**config.mk**
```make
export PLATFORM = sky130hd
export DESIGN_NAME = aarm_cordic_cell
export DESIGN_NICKNAME = d
export VERILOG_FILES = /design/src/rtl/assert_macros.svh /design/src/rtl/aarm_pkg.sv /design/src/rtl/aarm_cordic_cell.sv
export SDC_FILE = /design/constraint.sdc
export NUM_CORES = 1
export LEC_CHECK = 0
export BUFFER_PORTS_ARGS = -buffer_cell sky130_fd_sc_hd__buf_2
export CORE_MARGIN = 4
export CORE_UTILIZATION = 40
export DETAILED_ROUTE_END_ITERATION = 8
export GPL_TIMING_DRIVEN = 0
export PLACE_DENSITY_LB_ADDON = 0.1
export SLEW_MARGIN = 20
export SYNTH_ARGS = -nofsm -noshare
export SYNTH_HDL_FRONTEND = slang
export SYNTH_SLANG_ARGS = --single-unit
```
**constraint.sdc**
```tcl
create_clock -name clk -period 1.2 [get_ports clk]
set_input_delay 0.12 -clock clk [delete_from_list [all_inputs] [get_ports clk]]
set_output_delay 0.12 -clock clk [all_outputs]
set_load 0.005 [all_outputs]
```
**src/rtl/assert_macros.svh**
```systemverilog
// Assertion macros shared by the RTL
`ifndef ASSERT_MACROS_SVH
`define ASSERT_MACROS_SVH
// Implication checked on every rising clock edge outside reset
`define ASSERT_IMPL(label, clk, rst_n, ante, cons, msg) \
    label: assert property (@(posedge clk) disable iff (!rst_n) (ante) |-> (cons)) \
        else $error(msg);
// Next-cycle implication checked outside reset
`define ASSERT_NEXT(label, clk, rst_n, ante, cons, msg) \
    label: assert property (@(posedge clk) disable iff (!rst_n) (ante) |=> (cons)) \
        else $error(msg);
`endif

```
**src/rtl/aarm_pkg.sv**
```systemverilog
// ----------------------------------------------------------------------------
// aarm_pkg
// Shared constants and types for the axis-angle rotation matrix unit.
// ----------------------------------------------------------------------------
`default_nettype none
package aarm_pkg;
    localparam int CORDIC_STEPS = 30;
    localparam int SQRT_STEPS = 31;
    localparam int DIV_STEPS = 31;
    localparam longint Q30_ONE = 64'sd1 << 30;
    localparam longint CORDIC_GAIN = 64'sd652032874;
    localparam longint HALF_PI_Q30 = 64'sd1686629713;

    typedef logic signed [63:0] q_t;

    function automatic q_t atan_step(input int i);
        q_t r;
        r = '0;
        case (i)
            0: r = 64'sd843314857;
            1: r = 64'sd497837829;
            2: r = 64'sd263043837;
            3: r = 64'sd133525159;
            4: r = 64'sd67021687;
            5: r = 64'sd33543516;
            6: r = 64'sd16775851;
            7: r = 64'sd8388437;
            8: r = 64'sd4194283;
            9: r = 64'sd2097149;
            default: r = q_t'(64'sd1 <<< (30 - i));
        endcase
        return r;
    endfunction

    function automatic q_t clamp_one(input q_t v);
        q_t r;
        r = v;
        if (v > Q30_ONE) r = Q30_ONE;
        if (v < -Q30_ONE) r = -Q30_ONE;
        return r;
    endfunction

    // Q30 product, round half up; operands are within +-2^31
    function automatic q_t mul30(input q_t a, input q_t b);
        logic signed [33:0] aa;
        logic signed [33:0] bb;
        logic signed [67:0] p;
        aa = a[33:0];
        bb = b[33:0];
        p = aa * bb + 68'sd536870912;
        return q_t'(p >>> 30);
    endfunction
endpackage
`default_nettype wire

```
**src/rtl/aarm_cordic_cell.sv**
```systemverilog
// ----------------------------------------------------------------------------
// aarm_cordic_cell
// One CORDIC micro-rotation stage with a fixed shift and arctangent step.
// ----------------------------------------------------------------------------
`default_nettype none
module aarm_cordic_cell
    import aarm_pkg::*;
#(
    parameter int STEP = 0
) (
    input  wire  clk,
    input  wire  rst_n,
    input  wire  vin,
    input  q_t   xin,
    input  q_t   yin,
    input  q_t   zin,
    output logic vout,
    output q_t   xout,
    output q_t   yout,
    output q_t   zout
);
    q_t x_next, y_next, z_next;
    logic v_reg;
    q_t x_reg, y_reg, z_reg;

    always_comb
    begin
        if (!zin[63])
        begin
            x_next = xin - (yin >>> STEP);
            y_next = yin + (xin >>> STEP);
            z_next = zin - atan_step(STEP);
        end
        else
        begin
            x_next = xin + (yin >>> STEP);
            y_next = yin - (xin >>> STEP);
            z_next = zin + atan_step(STEP);
        end
    end

    always_ff @(posedge clk or negedge rst_n)
    begin
        if (!rst_n)
            v_reg <= 1'b0;
        else
            v_reg <= vin;
    end

    always_ff @(posedge clk)
    begin
        x_reg <= x_next;
        y_reg <= y_next;
        z_reg <= z_next;
    end

    assign vout = v_reg;
    assign xout = x_reg;
    assign yout = y_reg;
    assign zout = z_reg;
endmodule
`default_nettype wire

```
=== Word level (Yosys, flattened, before mapping) ===
Cells that the tools add are included.

* Output and inout bits: 193
* Word-level logic and storage cells: 12
* Register bits after elaboration: 193
* Bits of input ports: 195

* Muxes and demuxes: 3
* Add/sub/neg operators: 5

{| class="wikitable"
|+ Operator list
! operator !! count
|-
| 2-to-1 mux 64 bit || 3
|-
| subtractor 64 bit || 2
|-
| adder 64 x 31 -> 64 bit (second input constant) || 1
|-
| adder 64 bit || 1
|-
| subtractor 64 x 31 -> 64 bit (second input constant) || 1
|}

=== Logic depth before layout (Yosys ltp) ===
* Depth in word-level cells: 2
* Mapped depth: 17
* Gate-level depth less buffers: 13

=== Worst setup path after synthesis ===
No wires, ideal clock.

* Path type: input to register
* Start point: input zin[63]
* End point: register z_reg[60] (netlist: zout[60])
* Data required time: 1.076 ns
* Setup time: 0.124 ns
* Arrival: 4.539 ns
* Stages on the path: 16
* Setup slack: -3.464 ns
* Path buffers: 3
* Path through: clkbuf_1 -> inv_2 -> clkbuf_1 -> clkbuf_1 -> ha_1 -> inv_1 -> a21oi_2 -> o211ai_2 -> a2111oi_2 -> nor2_1 -> o21a_1 -> o31a_1 -> o211a_1 -> o41ai_4 -> a221oi_2 -> xnor2_1

* Longest elaborated chain between the ends: 1

{| class="wikitable"
|+ Ends and longest elaborated chain
! item !! RTL line !! source
|-
| start, declared || aarm_cordic_cell.sv:16 || <nowiki>input q_t zin,</nowiki>
|-
| 2-to-1 mux 64 bit || aarm_cordic_cell.sv:28 || <nowiki>if (!zin[63])</nowiki>
|-
| net z_next[60] || aarm_cordic_cell.sv:22 || <nowiki>q_t x_next, y_next, z_next;</nowiki>
|-
| end signal, assigned || aarm_cordic_cell.sv:54 || <nowiki>z_reg <= z_next;</nowiki>
|-
| end, declared || aarm_cordic_cell.sv:24 || <nowiki>q_t x_reg, y_reg, z_reg;</nowiki>
|}

The timed path passes the listed nets, and every way through them passes these cells.

=== Worst setup path in the final report ===
* Start point: input zin[63]
* End point: register z_reg[56] (netlist: zout[56])

The elaborated chain is that of the path after synthesis.

==> metrics.cfg <==
[run_status]
status=complete, but fails checks
violations=hold timing, setup timing

[timing]
finalHoldViolations=1
setup_viol=180
post-route-period-util_pct=251
min_period_ps=3020
rsz0062_at_grt=true
final_max_slew_viol_count=0
max_freq_mhz=331
tightest_slew_ps=1360
setup_ws_ps=-1820
holdWs_ps=-16.9
relSlewSlack_pct=9.38

[synth]
synth-main-ff-cell=dfxtp_1
synth_nets=3046
synthArstFlopShare_pct=0.521
synthSimpleGateAreaFrac_pct=16.0
synth_top_area_share_pct=19.7
synth_edf_count=0
synthCells=2581
synthTopCellsByArea=dfxtp_1 20%, ha_1 17%, a21oi_1 9.1%, xnor2_1 6.8%, o21ai_0 4.4%
ys_ff_latch=192
yosysTopAreaCell=dfxtp_1
synthesis.area_um2=19400
synthDistinctLibCells=88
synth_top_family_by_area=compound AO/OA/AOI/OAI gates
synth_mux_area_share_pct=2.18
synth_xor_xnor_area_share_pct=8.37
ys_warn_count=0
syn_avg_cell_area_um2=7.50
ys_seq_area_share_pct=19.9
synth_compound_area_share_pct=29.2
synthAdderAreaFrac_pct=17.6

[cts]
tritoncts=yes
cts_buffers=17
hold_buffers=6
htree_levels=4
cts_buffer_depth=2
cts.reportedPaths.clkPinSlew_ps=80
clock-sinks=192
root_buffer=clkbuf_16

[setup_path]
cp_top_family=compound AO/OA/AOI/OAI gates
cp-end-kind=register
max_stage_delay_ps=410
cp_max_fo=7
crit_required_ps=1640
timing.critical_path.mode_cell=clkbuf_16
crit_buf_inv=6
crit_path_start_kind=input port
crit_arrival_ps=3450
path_cells=buf_16, clkbuf_16, inv_12, clkbuf_16, clkbuf_16, ha_4, nand3_2, a21oi_4, nor3_2, a2111oi_2, nor2_1, o21a_2, o31a_1, o211a_1, o41ai_4, buf_4, xor2_1
critical_path_class=input port to register
cp_slowest_cell=o41ai_4

[placed_design]
pre_cts_slack_ps=-3310
dp_hpwl_um=70700
gp_congestion=1.01
io_buffers=387

[floorplan]
fp.coreArea_um2=47700
die_w_um=228
initial_core_util_pct=40.6
die_y_um=228
io_pins=388
placementRows=80
dieArea_um2=52000

[pwr]
peakVddDrop_uv=899
p_leak_nw=13.3
power_density_nw_per_um2=1050

[routing]
via_per_inst=6.04
drt_wl_total_um=94700
drc_errors=0
num_vias=23472
postRouteAntennaNets=0
dr.first_iter.drc_count=2167
dr.pass1.iters=7
routedWlPerCell_um=24.4

[global_routing]
antenna_found_initial=8
use_met2_pct=54.3
grt_util_met3_pct=6.21
grt-ovfl-total=0
grt_max_degree=17
grt_use_met1_pct=44.3
grt_usage_pct=33.3
grt_pass1_vias=22423
grt_pass1_wl_um=136000
busiest_layer=met2

[worst_hold_path]
hp-start=zin[11]
holdPathStages=3
hold_path_class=input port to register
hold_end=zout[11]

[cells_and_area]
layout_commonest_cell=buf_2
drive_above_1_share_pct=43.9
num-fill-cells=4027
area_growth_pct=58.4
nNetsFinal=3723
final_cell_mix=365 x buf_2, 216 x a21oi_1, 199 x ha_1, 195 x buf_4, 188 x dfxtp_1

[run]
maxCapViolCount=0

[metrics by stage]
stage	total power, W	instance area (um^2)	utilization, %	std cells	TNS [ps]
4_1_cts	0.0298	27700	58.0	3785	-183470
5_1_grt	0.0336	30700	64.2	3887	-205020
3_5_place_dp	0.0213	23700	49.7	3585	-371550
3_3_place_gp	0.0213	23700	49.6	3583	-372350
2_1_floorplan	0.0162	21000	-	2581	-182890
6_report	0.0322	30700	64.2	3889	-200340
[metal layers]
layer  vias to the layer above  share of wire, %
met5                         -             0.041
met4                         8               4.2
met3                       264               8.6
met2                      1328                45
met1                     11290                42
li1                      10582                 -
[report_power, final]
part / total [W] / switching [W] / internal [W]
clock network: 0.00627 / 0.00281 / 0.00346
logic: 0.0176 / 0.00988 / 0.00772
registers: 0.00833 / 0.000403 / 0.00793
total: 0.0322 / 0.0131 / 0.0191
[logic make-up after synthesis]
family	after synthesis
xor gates and xnor gates	185
buffers and inverters	335
adders and majority gates	270
DFF	192
and+or+nand+nor	658
muxes	42
AOI/OAI and AO/OA	899
[flip-flops by register name (all words and copies together), names as in the netlist]
register,flops
xout,63
zout,64
yout,64
vout,1
[cells in the mapped netlist, drive strengths merged, types with 9 or more instances]
| master | n |
|---|---|
| nor3 | 52 |
| a221oi | 11 |
| xnor2 | 150 |
| o211ai | 23 |
| nand4 | 54 |
| nand2b | 18 |
| o21bai | 63 |
| o31ai | 20 |
| nand3 | 41 |
| buf | 45 |
| nor2b | 24 |
| a21oi | 355 |
| a21o | 62 |
| o221ai | 15 |
| or2 | 10 |
| or3 | 11 |
| o31a | 9 |
| a31oi | 22 |
| and3 | 9 |
| xor2 | 35 |
| a211oi | 26 |
| ha | 267 |
| nand2 | 181 |
| nor4 | 33 |
| mux2i | 40 |
| clkbuf | 71 |
| and2 | 14 |
| o21a | 23 |
| inv | 213 |
| nor2 | 196 |
| dfxtp | 191 |
| o21ai | 180 |
| a2111oi | 11 |
[how the worst max path moves through the flow]
| stage | startpoint | end | slack [ps] | depth (start not counted) |
|---|---|---|---|---|
| after floorplan | zin[63] | zout[60] | -2000 | 16 |
| after global placement | zin[63] | zout[59] | -3270 | 17 |
| after detailed placement | zin[63] | zout[59] | -3310 | 17 |
| after CTS | zin[63] | zout[59] | -1820 | 17 |
| after global routing | zin[63] | zout[56] | -1850 | 17 |
| final | zin[63] | zout[56] | -1820 | 17 |
[cell type report]
| cell class | instances | area (um^2) | share of cell area [%] |
|---|---|---|---|
| diodes | 3 | 7.51 | 0.0245 |
| plain buffers | 102 | 906 | 2.95 |
| clock buffers | 21 | 470 | 1.53 |
| clock inverters | 11 | 154 | 0.502 |
| inverters | 219 | 962 | 3.14 |
| multi-input cells | 2054 | 18700 | 60.9 |
| flip-flops and latches | 192 | 3850 | 12.6 |
| well taps | 615 | 769 | 2.51 |
| repair buffers | 672 | 4860 | 15.8 |
[repair_timing]
item                                    CTS  global route
gates cloned                              5             3
hold endpoints to repair                 14             2
pin swaps                               202           297
endpoints found under the setup margin  188           187
resized for setup                       418           499
buffers inserted                        169           120
Note: power is estimated with default switching activity, not from simulation.
