$ cat src/rtl/assert_macros.svh
// Assertion macros shared by the RTL
`ifndef ASSERT_MACROS_SVH
`define ASSERT_MACROS_SVH
// Implication checked on every rising clock edge outside reset
`define ASSERT_IMPL(label, clk, rst_n, ante, cons, msg) \
    label: assert property (@(posedge clk) disable iff (!rst_n) (ante) |-> (cons)) \
        else $error(msg);
// Next-cycle implication checked outside reset
`define ASSERT_NEXT(label, clk, rst_n, ante, cons, msg) \
    label: assert property (@(posedge clk) disable iff (!rst_n) (ante) |=> (cons)) \
        else $error(msg);
`endif

$ cat src/rtl/aarm_pkg.sv
// ----------------------------------------------------------------------------
// aarm_pkg
// Shared constants and types for the axis-angle rotation matrix unit.
// ----------------------------------------------------------------------------
`default_nettype none
package aarm_pkg;
    localparam int CORDIC_STEPS = 30;
    localparam int SQRT_STEPS = 31;
    localparam int DIV_STEPS = 31;
    localparam longint Q30_ONE = 64'sd1 << 30;
    localparam longint CORDIC_GAIN = 64'sd652032874;
    localparam longint HALF_PI_Q30 = 64'sd1686629713;

    typedef logic signed [63:0] q_t;

    function automatic q_t atan_step(input int i);
        q_t r;
        r = '0;
        case (i)
            0: r = 64'sd843314857;
            1: r = 64'sd497837829;
            2: r = 64'sd263043837;
            3: r = 64'sd133525159;
            4: r = 64'sd67021687;
            5: r = 64'sd33543516;
            6: r = 64'sd16775851;
            7: r = 64'sd8388437;
            8: r = 64'sd4194283;
            9: r = 64'sd2097149;
            default: r = q_t'(64'sd1 <<< (30 - i));
        endcase
        return r;
    endfunction

    function automatic q_t clamp_one(input q_t v);
        q_t r;
        r = v;
        if (v > Q30_ONE) r = Q30_ONE;
        if (v < -Q30_ONE) r = -Q30_ONE;
        return r;
    endfunction

    // Q30 product, round half up; operands are within +-2^31
    function automatic q_t mul30(input q_t a, input q_t b);
        logic signed [33:0] aa;
        logic signed [33:0] bb;
        logic signed [67:0] p;
        aa = a[33:0];
        bb = b[33:0];
        p = aa * bb + 68'sd536870912;
        return q_t'(p >>> 30);
    endfunction
endpackage
`default_nettype wire

$ cat src/rtl/aarm_div_cell.sv
// ----------------------------------------------------------------------------
// aarm_div_cell
// One restoring division stage for the three axis components in parallel.
// ----------------------------------------------------------------------------
`default_nettype none
module aarm_div_cell
    import aarm_pkg::*;
#(
    parameter int STEP = 0
) (
    input  wire         clk,
    input  wire         rst_n,
    input  wire         vin,
    input  logic [63:0] den_in,
    input  logic [63:0] num_in [3],
    input  logic [31:0] quo_in [3],
    output logic        vout,
    output logic [63:0] den_out,
    output logic [63:0] num_out [3],
    output logic [31:0] quo_out [3]
);
    // Quotient bit weight for this stage
    localparam int SH = DIV_STEPS - 1 - STEP;
    logic [63:0] num_next [3];
    logic [31:0] quo_next [3];
    logic [95:0] dsh;
    logic v_reg;
    logic [63:0] den_reg;
    logic [63:0] num_reg [3];
    logic [31:0] quo_reg [3];

    assign dsh = {32'd0, den_in} << SH;

    always_comb
    begin
        for (int k = 0; k < 3; k++)
        begin
            if ({32'd0, num_in[k]} >= dsh)
            begin
                num_next[k] = num_in[k] - dsh[63:0];
                quo_next[k] = quo_in[k] | (32'd1 << SH);
            end
            else
            begin
                num_next[k] = num_in[k];
                quo_next[k] = quo_in[k];
            end
        end
    end

    always_ff @(posedge clk or negedge rst_n)
    begin
        if (!rst_n)
            v_reg <= 1'b0;
        else
            v_reg <= vin;
    end

    always_ff @(posedge clk)
    begin
        den_reg <= den_in;
        num_reg <= num_next;
        quo_reg <= quo_next;
    end

    assign vout = v_reg;
    assign den_out = den_reg;
    assign num_out = num_reg;
    assign quo_out = quo_reg;
endmodule
`default_nettype wire

$ cat config.mk
export PLATFORM = sky130hd
export DESIGN_NAME = aarm_div_cell
export DESIGN_NICKNAME = d
export VERILOG_FILES = /design/src/rtl/assert_macros.svh /design/src/rtl/aarm_pkg.sv /design/src/rtl/aarm_div_cell.sv
export SDC_FILE = /design/constraint.sdc
export NUM_CORES = 1
export LEC_CHECK = 0
export ABC_AREA = 1
export BUFFER_PORTS_ARGS = -buffer_cell sky130_fd_sc_hd__buf_2
export CORE_AREA = 2 2 273 275
export CTS_BUF_LIST = sky130_fd_sc_hd__clkbuf_8
export DETAILED_ROUTE_END_ITERATION = 12
export DIE_AREA = 0 0 275 277
export RECOVER_POWER = 25
export SYNTH_ARGS = -nofsm -noshare
export SYNTH_HDL_FRONTEND = slang
export SYNTH_SLANG_ARGS = --single-unit
$ cat constraint.sdc
create_clock -name clk -period 0.8 [get_ports clk]
set_input_delay 0 -clock clk [delete_from_list [all_inputs] [get_ports clk]]
set_output_delay 0 -clock clk [all_outputs]
set_load 0.05 [all_outputs]
### Word-level counts from Yosys, hierarchy flattened

Cells that the tools add are included.

| storage, ports and cells | value |
|---|---|
| bits in registers | 353 |
| input port bits | 355 |
| output and inout bits | 353 |
| logic and storage cells | 20 |

| operators by class | value |
|---|---|
| add/subtract/negate cells | 3 |
| $lt $le $gt $ge | 3 |
| multiplexer cells | 3 |

Operator list:

| kind | count |
|---|---|
| 64-bit by 94-bit greater-or-equal comparator with 1-bit output | 3 |
| 64-bit 2-to-1 mux | 3 |
| 64-bit subtractor | 3 |

### Logic depth before layout (Yosys ltp)

| logic depth | value |
|---|---|
| depth after elaboration | 2 |
| mapped depth | 17 |
| gate-level depth less buffers | 17 |

### Least setup slack after synthesis

Ideal clock, no wire load.

| timing | value |
|---|---|
| path kind | input-to-reg |
| start point | input port num_in[94] in the netlist's numbering |
| end point | register num_reg (netlist bit num_out[122]) |
| library setup time | 0.113 ns |
| arrival time | 1.803 ns |
| required time | 0.687 ns |
| setup slack | -1.116 ns |
| cell stages on the path | 17 |
| buffers on the path | 1 |
| path through | inv_1 -> ha_1 -> inv_1 -> fa_1 -> nand3_1 -> nand3_1 -> nand2_1 -> nand2_1 -> nand2_1 -> nand2_1 -> nand2_1 -> nand2_1 -> nand2_1 -> nand3_2 -> buf_6 -> nand2_1 -> nand2_1 |

RTL lines:

| item | line | RTL |
|---|---|---|
| from (decl) | aarm_div_cell.sv:15 | `input logic [63:0] num_in [3],` |
| to (signal assigned) | aarm_div_cell.sv:62 | `num_reg <= num_next;` |
| to (decl) | aarm_div_cell.sv:29 | `logic [63:0] num_reg [3];` |

==> results.md <==
### Global routing
• 28.5% — all-layer global routing usage
• 0 — GR Overflow Total
• 24600 — vias in the first global route
• 33 — maximum number of pins on one net before global-route repair
• 26 — initial antenna violation count
• 158000 um — wire length of the first global-routing pass

### Clock tree
• 68 — number of buffers created by CTS
• 3 — count of H-tree levels built during CTS
• done — clock tree from TritonCTS
• sky130_fd_sc_hd__clkbuf_8 — cell at the root of the clock tree
• 353 — number of sinks handled by clock tree synthesis
• 60 ps — clock-pin slew of the registers on the worst-case setup and hold paths
• 3 — Max Buffers Root-to-Sink

### Floorplanning
• 708 — number of top-level pins
• 277 um — die height
• 100 — row cnt
• 0.0762 mm2 — die area
• 23.1% — Starting Density
• 0.0736 mm2 — area of the core region
• 275 um — die width

### Logic synthesis
• 2881 — Synthesized Nets
• 0.0170 mm2 — netlist area before placement
• 34.1% — simple-gate share of the synthesized area
• 2421 — number of standard cells after synthesis
• 7.86% — adder-cell share of the synthesized area
• 35 — number of distinct standard cells referenced by the synthesized netlist
• 353 — FF+latch count, synth
• sky130_fd_sc_hd__dfxtp_1 — Most used DFF post-synth
• 4.69% — post-synthesis compound-gate area fraction
• 0 — count of synthesis-stage warnings from yosys
• 0.283% — async set or reset register ratio after synthesis
• 2.68% — post-synthesis xor/xnor area fraction
• 0% — multiplexer fraction of the synthesized cell area
• simple AND/OR/NAND/NOR gates — combinational family with the most area after synthesis
• 0 — number of enable flip-flop cells after synthesis
• 7.03 um2 — syn_area_per_cell
• 41.6% — sequential-to-total area share from yosys stat

### STA
• 493 ps — transition at the pin with the smallest max-transition slack
• 458 — setup violators final
• 67.1% — max-slew headroom at the worst pin
• -194090 ps — summed negative setup slack over all endpoints
• -725 ps — worst path setup slack after routing
• true — setup repair after global routing missed its margin
• -403 ps — final worst hold slack
• 656 MHz — timing-limited maximum frequency
• 191% — final worst path period share
• 0 — Final Slew Violations
• 1530 ps — post-layout min period
• 56 — Final Hold Viols

### Worst setup path
• in2reg — Setup CP Type
• 1350 ps — required time at the worst-slack endpoint
• flip-flop — kind of end point of the critical path
• 5 — CP Max Fanout
• 2080 ps — worst path arrival time
• input pin — element type at the critical path start

### Power
• 19.4 nW — leakage component of the power
• 1540 mW/mm2 — P per Cell Area
• 1590 uV — worst supply voltage drop on vdd

### Route
• 7 — Initial DRT Pass Iterations
• 1263 — drt first-iter violations
• 21.6 um — wire length per cell
• 0 — Post-DRT Antenna Nets
• 0 — DR DRC count
• 23800 — total number of vias
• 114000 um — Routed Wire Length
• 4.51 — via density per instance

### Final layout
• sky130_fd_sc_hd__nand2_1 — leading cell type in the layout, fill and taps excluded
• 4699 — NumNets Final
• 52.7% — post-route core utilization
• sky130_fd_sc_hd__nand2_1, sky130_fd_sc_hd__dlygate4sd3_1, sky130_fd_sc_hd__buf_4 — top library cells by usage in the layout, fill and taps aside
• 128% — post-synthesis to final-layout area growth
• 48.2% — fraction of final layout cells sized beyond drive strength 1

### Placed design
• 707 — number of buffers added on ports
• 83400 um — HPWL after DPL
• 0.967 — weighted congestion reported at the end of routability-driven placement

### Status
• negative hold slack, negative setup slack — failing checks
• finished with violations — outcome

### Job
• 0 — number of maximum-capacitance violations

### Worst hold path
• in2reg — Tightest Hold Check Type

-- path summary, 6_finish.rpt --
kind                        startpoint           end  cells after the start
setup / recovery            den_in[30]   num_out[53]                     16
hold / removal             num_in[160]  num_out[160]                      3
max in group asynchronous        rst_n          vout                      3
min in group asynchronous        rst_n          vout                      3
-- routing by layer --
layer  global-route usage [%]  part of all wire [%]  vias to the layer above
met5                        0                  0.12                        -
met4                     19.7                   8.4                       22
met3                     8.36                   8.1                      359
met2                     48.0                    47                     1068
met1                     30.5                    37                    11000
li1                         -                     -                    11300
-- registers in the layout, summed over array words and instances, names as in the netlist --
signal   cells
num_out    192
quo_out     96
den_out     64
vout         1
-- synthesized netlist by cell type, types with 2 or more instances --
master,instances,area [um2]
sky130_fd_sc_hd__nand3_2,2,20.0
sky130_fd_sc_hd__o21bai_1,17,128
sky130_fd_sc_hd__nand4_1,124,776
sky130_fd_sc_hd__xor2_1,46,403
sky130_fd_sc_hd__fa_1,3,60.1
sky130_fd_sc_hd__a21boi_0,5,37.5
sky130_fd_sc_hd__and3_1,2,12.5
sky130_fd_sc_hd__nand2_2,4,25.0
sky130_fd_sc_hd__or2_1,3,18.8
sky130_fd_sc_hd__a21oi_2,2,17.5
sky130_fd_sc_hd__nor2_1,235,882
sky130_fd_sc_hd__ha_1,102,1280
sky130_fd_sc_hd__dfxtp_1,352,7050
sky130_fd_sc_hd__or2_2,2,12.5
sky130_fd_sc_hd__nand3_1,117,586
sky130_fd_sc_hd__nand2_1,839,3150
sky130_fd_sc_hd__nor3_1,24,120
sky130_fd_sc_hd__nor4_1,16,100
sky130_fd_sc_hd__o21ai_0,29,145
sky130_fd_sc_hd__nand3b_1,2,15.0
sky130_fd_sc_hd__inv_2,4,15.0
sky130_fd_sc_hd__xnor2_1,6,52.6
sky130_fd_sc_hd__buf_2,9,45.0
sky130_fd_sc_hd__a21oi_1,88,440
sky130_fd_sc_hd__clkbuf_1,15,56.3
sky130_fd_sc_hd__nor2_2,7,43.8
sky130_fd_sc_hd__a21o_1,3,22.5
sky130_fd_sc_hd__inv_1,345,1290
sky130_fd_sc_hd__buf_6,12,135
-- per-stage QoR --
| stage | power, mW | hold WS [ps] | cell area [um2] | worst slack [ps] | std cells |
|---|---|---|---|---|---|
| CTS | 58.7 | -625 | 37000 | -658 | 5222 |
| finish | 59.8 | -403 | 38800 | -725 | 5276 |
| global placement | 35.2 | -225 | 26500 | -1570 | 4602 |
| floorplan | 27.3 | -296 | 17300 | -921 | 2421 |
| global route | 62.2 | -427 | 38800 | -759 | 5271 |
| detailed placement | 35.2 | -223 | 26500 | -1550 | 4602 |
-- timing repair --
action | in CTS | in global routing
gates cloned | 6 | 10
pin swaps | 22 | 38
gates resized for setup | 1383 | 287
buffers inserted | 22 | 10
hold buffers | 470 | 20
hold endpoints to repair | 354 | 76
setup endpoints to repair | 458 | 458
-- layout make-up --
cell class                      instances  area, um2
Tap cell                              969       1210
Sequential cell                       353       7540
Timing Repair Buffer                 1784      17100
Fill cell                            6552      34800
Clock buffer                           79       1090
Multi-Input combinational cell       1683      10100
Clock inverter                         44        323
Inverter                              349       1390
Antenna cell                           15       37.5
-- power by group --
part	internal (mW)	total (mW)	leakage [nW]	switching, mW
logic	9.81	21.2	15.6	11.4
registers	18.7	19.4	2.99	0.709
clock network	10.2	19.2	0.810	8.99
total	38.7	59.8	19.4	21.1
-- cell families after synthesis --
kind of cell / count (synthesis)
and+or+nand+nor: 1381
buffers and inverters: 385
DFF: 353
AOI/OAI and AO/OA: 145
adders and majority gates: 105
xor gates and xnor gates: 52
-- critical path, stage by stage --
cell	delay, ps
sky130_fd_sc_hd__buf_2	110
sky130_fd_sc_hd__clkinvlp_4	130
sky130_fd_sc_hd__buf_12	160
sky130_fd_sc_hd__ha_1	300
sky130_fd_sc_hd__nand2_1	170
sky130_fd_sc_hd__nor2_2	80
sky130_fd_sc_hd__nand2_1	80
sky130_fd_sc_hd__nand3_1	100
sky130_fd_sc_hd__a21oi_2	210
sky130_fd_sc_hd__nand2_4	80
sky130_fd_sc_hd__nand2_4	90
sky130_fd_sc_hd__nand3_4	120
sky130_fd_sc_hd__buf_12	170
sky130_fd_sc_hd__clkbuf_16	170
sky130_fd_sc_hd__nand2_4	50
sky130_fd_sc_hd__nand2_2	50
(Power assumes the default switching activity.)
